==> config.mk <==
export PLATFORM = sky130hd
export DESIGN_NAME = rrcp_div_cell
export DESIGN_NICKNAME = d
export VERILOG_FILES = /design/src/rtl/assert_macros.svh /design/src/rtl/rrcp_pkg.sv /design/src/rtl/rrcp_div_cell.sv
export SDC_FILE = /design/constraint.sdc
export NUM_CORES = 1
export LEC_CHECK = 0
export BUFFER_PORTS_ARGS = -buffer_cell sky130_fd_sc_hd__buf_2
export CORE_AREA = 2 2 467 469
export DETAILED_ROUTE_END_ITERATION = 12
export DIE_AREA = 0 0 469 471
export HOLD_SLACK_MARGIN = 0.02
export PLACE_DENSITY = 0.37
export SLEW_MARGIN = 20
export SYNTH_ARGS = -nofsm -noshare
export SYNTH_HDL_FRONTEND = slang
export SYNTH_SLANG_ARGS = --single-unit
==> constraint.sdc <==
create_clock -name clock -period 68.7 [get_ports clock]
set_input_delay 13.74 -clock clock [delete_from_list [all_inputs] [get_ports clock]]
set_output_delay 13.74 -clock clock [all_outputs]
set_load 0.05 [all_outputs]
==> src/rtl/assert_macros.svh <==
// Assertion macros for the top RTL module. Each one expects the including
// module to have a clock named clock and an active-high reset named reset.
`ifndef ASSERT_MACROS_SVH
`define ASSERT_MACROS_SVH
`ifndef ASSERT_OFF
`define ASSERT_HOLDS(lbl, prop) \
   lbl: assert property (@(posedge clock) disable iff (reset) (prop)) \
      else $error("assertion failed");
`define ASSERT_NEXT(lbl, ante, cons) \
   lbl: assert property (@(posedge clock) disable iff (reset) (ante) |=> (cons)) \
      else $error("assertion failed");
`else
`define ASSERT_HOLDS(lbl, prop)
`define ASSERT_NEXT(lbl, ante, cons)
`endif
`endif

==> src/rtl/rrcp_pkg.sv <==
`default_nettype none
package rrcp_pkg;
   localparam int COORD_BITS = 32;
   localparam int FRAC_BITS  = 16;
   localparam int EPS_BITS   = 16;
   localparam int CDIFF_W    = COORD_BITS + 1;
   localparam int DOT_W      = 2 * COORD_BITS + 3;
   localparam int DIFF_W     = 2 * DOT_W + 1;
   localparam int Q_W        = COORD_BITS + 2;
   localparam int DIV_W      = DIFF_W + Q_W + FRAC_BITS + 2;
   localparam int NUM_CELLS  = Q_W;
   localparam int PNT_W      = 2 * COORD_BITS + 2;
   localparam int SPLIT_W    = (DOT_W + 1) / 2;

   typedef logic signed [COORD_BITS-1:0] coord_type;

   typedef struct packed {
      logic      found;
      logic      neg;
      coord_type s1_x;
      coord_type s1_y;
      coord_type s1_z;
      coord_type dir_x;
      coord_type dir_y;
      coord_type dir_z;
   } side_type;

   typedef struct packed {
      logic             valid;
      logic [DIV_W-1:0] rem;
      logic [DIV_W-1:0] dvs;
      logic [Q_W-1:0]   quo;
      side_type         side;
   } div_type;
endpackage
`default_nettype wire

==> src/rtl/rrcp_div_cell.sv <==
`default_nettype none
module rrcp_div_cell (
   input  logic              clock,
   input  logic              reset,
   input  logic              en,
   input  rrcp_pkg::div_type cell_in,
   output rrcp_pkg::div_type cell_out
);
   rrcp_pkg::div_type out_ff, out_in;
   logic take;
   logic [rrcp_pkg::DIV_W-1:0] diff;

   always_comb begin
      take = cell_in.rem >= cell_in.dvs;
      diff = cell_in.rem - cell_in.dvs;
      out_in = cell_in;
      out_in.rem = take ? diff : cell_in.rem;
      out_in.dvs = cell_in.dvs >> 1;
      out_in.quo = {cell_in.quo[rrcp_pkg::Q_W-2:0], take};
   end

   always_ff @(posedge clock) begin
      if (reset) begin
         out_ff.valid <= 1'b0;
      end else if (en) begin
         out_ff <= out_in;
      end
   end

   assign cell_out = out_ff;
endmodule
`default_nettype wire

==> impl_metrics.xml <==
<?xml version="1.0" encoding="UTF-8"?>
<metrics>
  <group name="floorplanning">
    <metric name="die_x" unit="um">469</metric>
    <metric name="initial_utilization" unit="%">15.8</metric>
    <metric name="floorplan_die_area" unit="um^2">221000</metric>
    <metric name="rows" unit="">171</metric>
    <metric name="io_pins" unit="">1209</metric>
    <metric name="core_region_area" unit="um^2">216000</metric>
    <metric name="fp.dieH" unit="um">471</metric>
  </group>
  <group name="cts">
    <metric name="post_cts_setup_buffer_count" unit="">0</metric>
    <metric name="clock_latency" unit="ps">700</metric>
    <metric name="clock_tree_from_tritoncts" unit="">yes</metric>
    <metric name="hold_buffers" unit="">0</metric>
    <metric name="path_clk_slew" unit="ps">60</metric>
    <metric name="cts.root.buffer_cell" unit="">sky130_fd_sc_hd__clkbuf_16</metric>
    <metric name="clkSinkCount" unit="">602</metric>
    <metric name="numCtsBuffers" unit="">82</metric>
    <metric name="cts_max_path_buffers" unit="">3</metric>
    <metric name="postCtsResizedCells" unit="">0</metric>
    <metric name="cts_max_level" unit="">3</metric>
  </group>
  <group name="critical_path">
    <metric name="critPathRequiredTime" unit="ps">69040</metric>
    <metric name="crit_chain" unit="">buf_2 -&gt; inv_1 -&gt; ha_1 -&gt; a21oi_1 -&gt; o21ai_0 -&gt; a21oi_1 -&gt; nand2_1 -&gt; a41oi_1 -&gt; o21ai_0 -&gt; o2111ai_2 -&gt; a2111oi_4 -&gt; o31ai_4 -&gt; buf_12 -&gt; buf_4 -&gt; buf_4 -&gt; o21ai_0</metric>
    <metric name="worst_path_fanout_max" unit="">198</metric>
    <metric name="crit_top_cell" unit="">sky130_fd_sc_hd__o21ai_0</metric>
    <metric name="critical_path.startpoint_type" unit="">input pin</metric>
    <metric name="timing_worst_setup_path_type" unit="">input pin to register</metric>
    <metric name="crit_path_max_incr_delay" unit="ps">820</metric>
    <metric name="critPathCaptureType" unit="">register</metric>
    <metric name="cp.arrival" unit="ps">20320</metric>
    <metric name="crit_path_top_delay_cell" unit="">sky130_fd_sc_hd__buf_4</metric>
  </group>
  <group name="cells_and_area">
    <metric name="largest_register_ff_count" unit="">602</metric>
    <metric name="layout-drive-gt1-share" unit="%">30.7</metric>
    <metric name="finalNetCount" unit="">5317</metric>
    <metric name="finalNonFillerCells" unit="">7479</metric>
    <metric name="areaGrowthSynthToFinish" unit="%">35.3</metric>
    <metric name="num-fill-cells" unit="">24100</metric>
  </group>
  <group name="global_routing">
    <metric name="grt_first_pass_wirelength" unit="um">282000</metric>
    <metric name="via_count_of_the_first_global_routing_pass" unit="">31600</metric>
    <metric name="grt_antenna_before_repair" unit="">139</metric>
    <metric name="track_usage" unit="%">18.8</metric>
    <metric name="grt_start_max_net_pins" unit="">198</metric>
    <metric name="globalRoute.totalOverflow" unit="">0</metric>
  </group>
  <group name="sta">
    <metric name="finalWorstPathRequiredPeriod" unit="ps">19980</metric>
    <metric name="finalSetupViolations" unit="">0</metric>
    <metric name="rsz0062_at_grt" unit="">no</metric>
    <metric name="max_slew_headroom_at_the_worst_pin" unit="%">26.7</metric>
    <metric name="measured_slew_at_the_worst_slew_check_pin" unit="ps">1090</metric>
    <metric name="setup-tns-final" unit="ps">0</metric>
    <metric name="count_of_pins_over_their_slew_limit" unit="">0</metric>
    <metric name="finalCritPeriodShare" unit="%">29.1</metric>
    <metric name="report.final.hold_viol_count" unit="">0</metric>
    <metric name="worst_clock_skew" unit="ps">0</metric>
    <metric name="max_clock_freq" unit="GHz">0.0501</metric>
  </group>
  <group name="synth">
    <metric name="post_synth_mux_area_share" unit="%">0.721</metric>
    <metric name="yosys.area_share.adder" unit="%">6.90</metric>
    <metric name="synth_top_area_share" unit="%">52.8</metric>
    <metric name="synthMostInstantiatedCell" unit="">sky130_fd_sc_hd__edfxtp_1</metric>
    <metric name="synthDistinctLibCells" unit="">73</metric>
    <metric name="synth_xor_area_share" unit="%">4.61</metric>
    <metric name="avgSynthCellArea" unit="um^2">10.2</metric>
    <metric name="synthArstFlopShare" unit="%">0</metric>
    <metric name="synthCells" unit="">3355</metric>
    <metric name="ys_ff_latch" unit="">602</metric>
    <metric name="synth_compound_area_share" unit="%">18.3</metric>
    <metric name="synth_flop_type" unit="">sky130_fd_sc_hd__edfxtp_1</metric>
    <metric name="syn_area" unit="um^2">34200</metric>
    <metric name="post_synth_and_or_nand_nor_area_fraction" unit="%">11.7</metric>
    <metric name="synth.yosys.seq_area_share" unit="%">52.8</metric>
    <metric name="number_of_enable_flip_flop_cells_after_synthesis" unit="">601</metric>
    <metric name="syn_nets" unit="">4149</metric>
    <metric name="yosysTopAreaCell" unit="">sky130_fd_sc_hd__edfxtp_1</metric>
    <metric name="yosys_warnings" unit="">0</metric>
    <metric name="synth_commonest_cells" unit="">sky130_fd_sc_hd__edfxtp_1 (601), sky130_fd_sc_hd__nand2_1 (416), sky130_fd_sc_hd__a21oi_1 (329)</metric>
    <metric name="combinational_family_with_the_most_area_after_synthesis" unit="">compound AO/OA/AOI/OAI gates</metric>
    <metric name="synthTopCellsByArea" unit="">sky130_fd_sc_hd__edfxtp_1 (53%), sky130_fd_sc_hd__ha_1 (6.8%), sky130_fd_sc_hd__a21oi_1 (4.8%)</metric>
  </group>
  <group name="power_and_ir_drop">
    <metric name="power_per_cell_area" unit="nW/um^2">27.1</metric>
    <metric name="power.static_leakage" unit="nW">19.1</metric>
    <metric name="worst_ir_drop_vdd" unit="uV">17.0</metric>
  </group>
  <group name="drt">
    <metric name="drt-initial-drc-count" unit="">2158</metric>
    <metric name="dr_total_vias" unit="">31800</metric>
    <metric name="antenna_left" unit="">0</metric>
    <metric name="totalWireLength" unit="um">217000</metric>
    <metric name="routed_via_density" unit="">4.25</metric>
    <metric name="detail_route.drc_violations" unit="">0</metric>
    <metric name="wire_per_inst" unit="um">29.0</metric>
    <metric name="drtPass1Iterations" unit="">5</metric>
  </group>
  <group name="place">
    <metric name="finalWeightedCongestion" unit="">0.898</metric>
    <metric name="place_inst" unit="">7293</metric>
    <metric name="detailedPlacementHpwl" unit="um">186000</metric>
    <metric name="place.port_buffers" unit="">1206</metric>
  </group>
  <group name="hold_path">
    <metric name="min_path_type" unit="">register to register</metric>
  </group>
  <group name="status">
    <metric name="status" unit="">completed</metric>
  </group>
  <group name="flow_run">
    <metric name="maxCapViolations" unit="">0</metric>
  </group>
</metrics>
[power breakdown]
part / switching, mW / internal, mW / total [mW] / leakage [nW]
registers: 0.00783 / 0.439 / 0.447 / 5.63
logic: 0.268 / 0.0900 / 0.358 / 12.1
clock network: 0.193 / 0.255 / 0.448 / 1.33
[area by class of cell]
type                    count  area, um^2  area share (%)
multi-input cells        2326       14500            31.3
flip-flops and latches    602       18100            39.0
clock buffers              95        2120            4.59
repair buffers           1237        6280            13.6
diodes                     38        95.1           0.206
clock inverters            53         607            1.31
inverters                 274        1030            2.22
well taps                2854        3570            7.72
[kinds of logic after synthesis]
group                    count (synthesis)
other                                    1
adder cells (fa/ha/maj)                188
multiplexers                            22
AO/OA/AOI/OAI                         1046
AND/OR/NAND/NOR                        889
flip-flops                             602
XOR/XNOR                               180
buffers and inverters                  427
[worst max-delay path: cells and delay by family]
kind                     cells  cell delay (ps)
adder cells (fa/ha/maj)      1              420
AO/OA/AOI/OAI                9             3360
buffers and inverters        5             2310
AND/OR/NAND/NOR              1              140
[final timing paths]
kind / from / end / slack (ps) / cells after the start
worst max-delay path: cell_in[302] / cell_out[471] / 48720 / 16
worst min-delay path: cell_out[602] / cell_out[602] / 500 / 2
worst max register to register: cell_out[602] / cell_out[602] / 68120 / 2
worst min register to register: cell_out[602] / cell_out[602] / 500 / 2
[metrics by stage]
stage	setup WS [ps]	util, %	cell area, um^2	total power [mW]	hold WS (ps)
final	48720	21.4	46300	1.25	500
after CTS	48760	21.4	46200	1.28	500
after detailed placement	47940	20.1	43400	0.816	485
after global routing	48400	21.4	46200	1.31	548
after floorplan	26780	-	34200	0.694	733
after global placement	47880	20.1	43400	0.817	485
[per-layer routing]
metal | global-route usage, % | vias to the layer above | wire length (um)
li1 | - | 14700 | -
met1 | 20.3 | 15500 | 79800
met2 | 35.8 | 1285 | 116000
met3 | 4.48 | 290 | 14500
met4 | 5.06 | 56 | 6130
met5 | 0 | - | 349
[layout by cell type (no fill, tap or decap), drive strengths merged, types with 28 or more instances in the layout]
| cell type | netlist | layout |
|---|---|---|
| buf | 35 | 1237 |
| edfxtp | 601 | 601 |
| nand2 | 416 | 416 |
| o21ai | 361 | 361 |
| a21oi | 330 | 330 |
| inv | 274 | 284 |
| nor2 | 193 | 193 |
| ha | 187 | 187 |
| xnor2 | 110 | 110 |
| nand4 | 109 | 109 |
| clkbuf | 118 | 95 |
| o21bai | 76 | 76 |
| a21o | 73 | 73 |
| xor2 | 70 | 70 |
| nor3 | 42 | 42 |
| diode | 0 | 38 |
| o21a | 38 | 38 |
| clkinv | 0 | 33 |
| a31oi | 28 | 28 |
| o31ai | 28 | 28 |
Note: power is estimated with default switching activity, not from simulation.
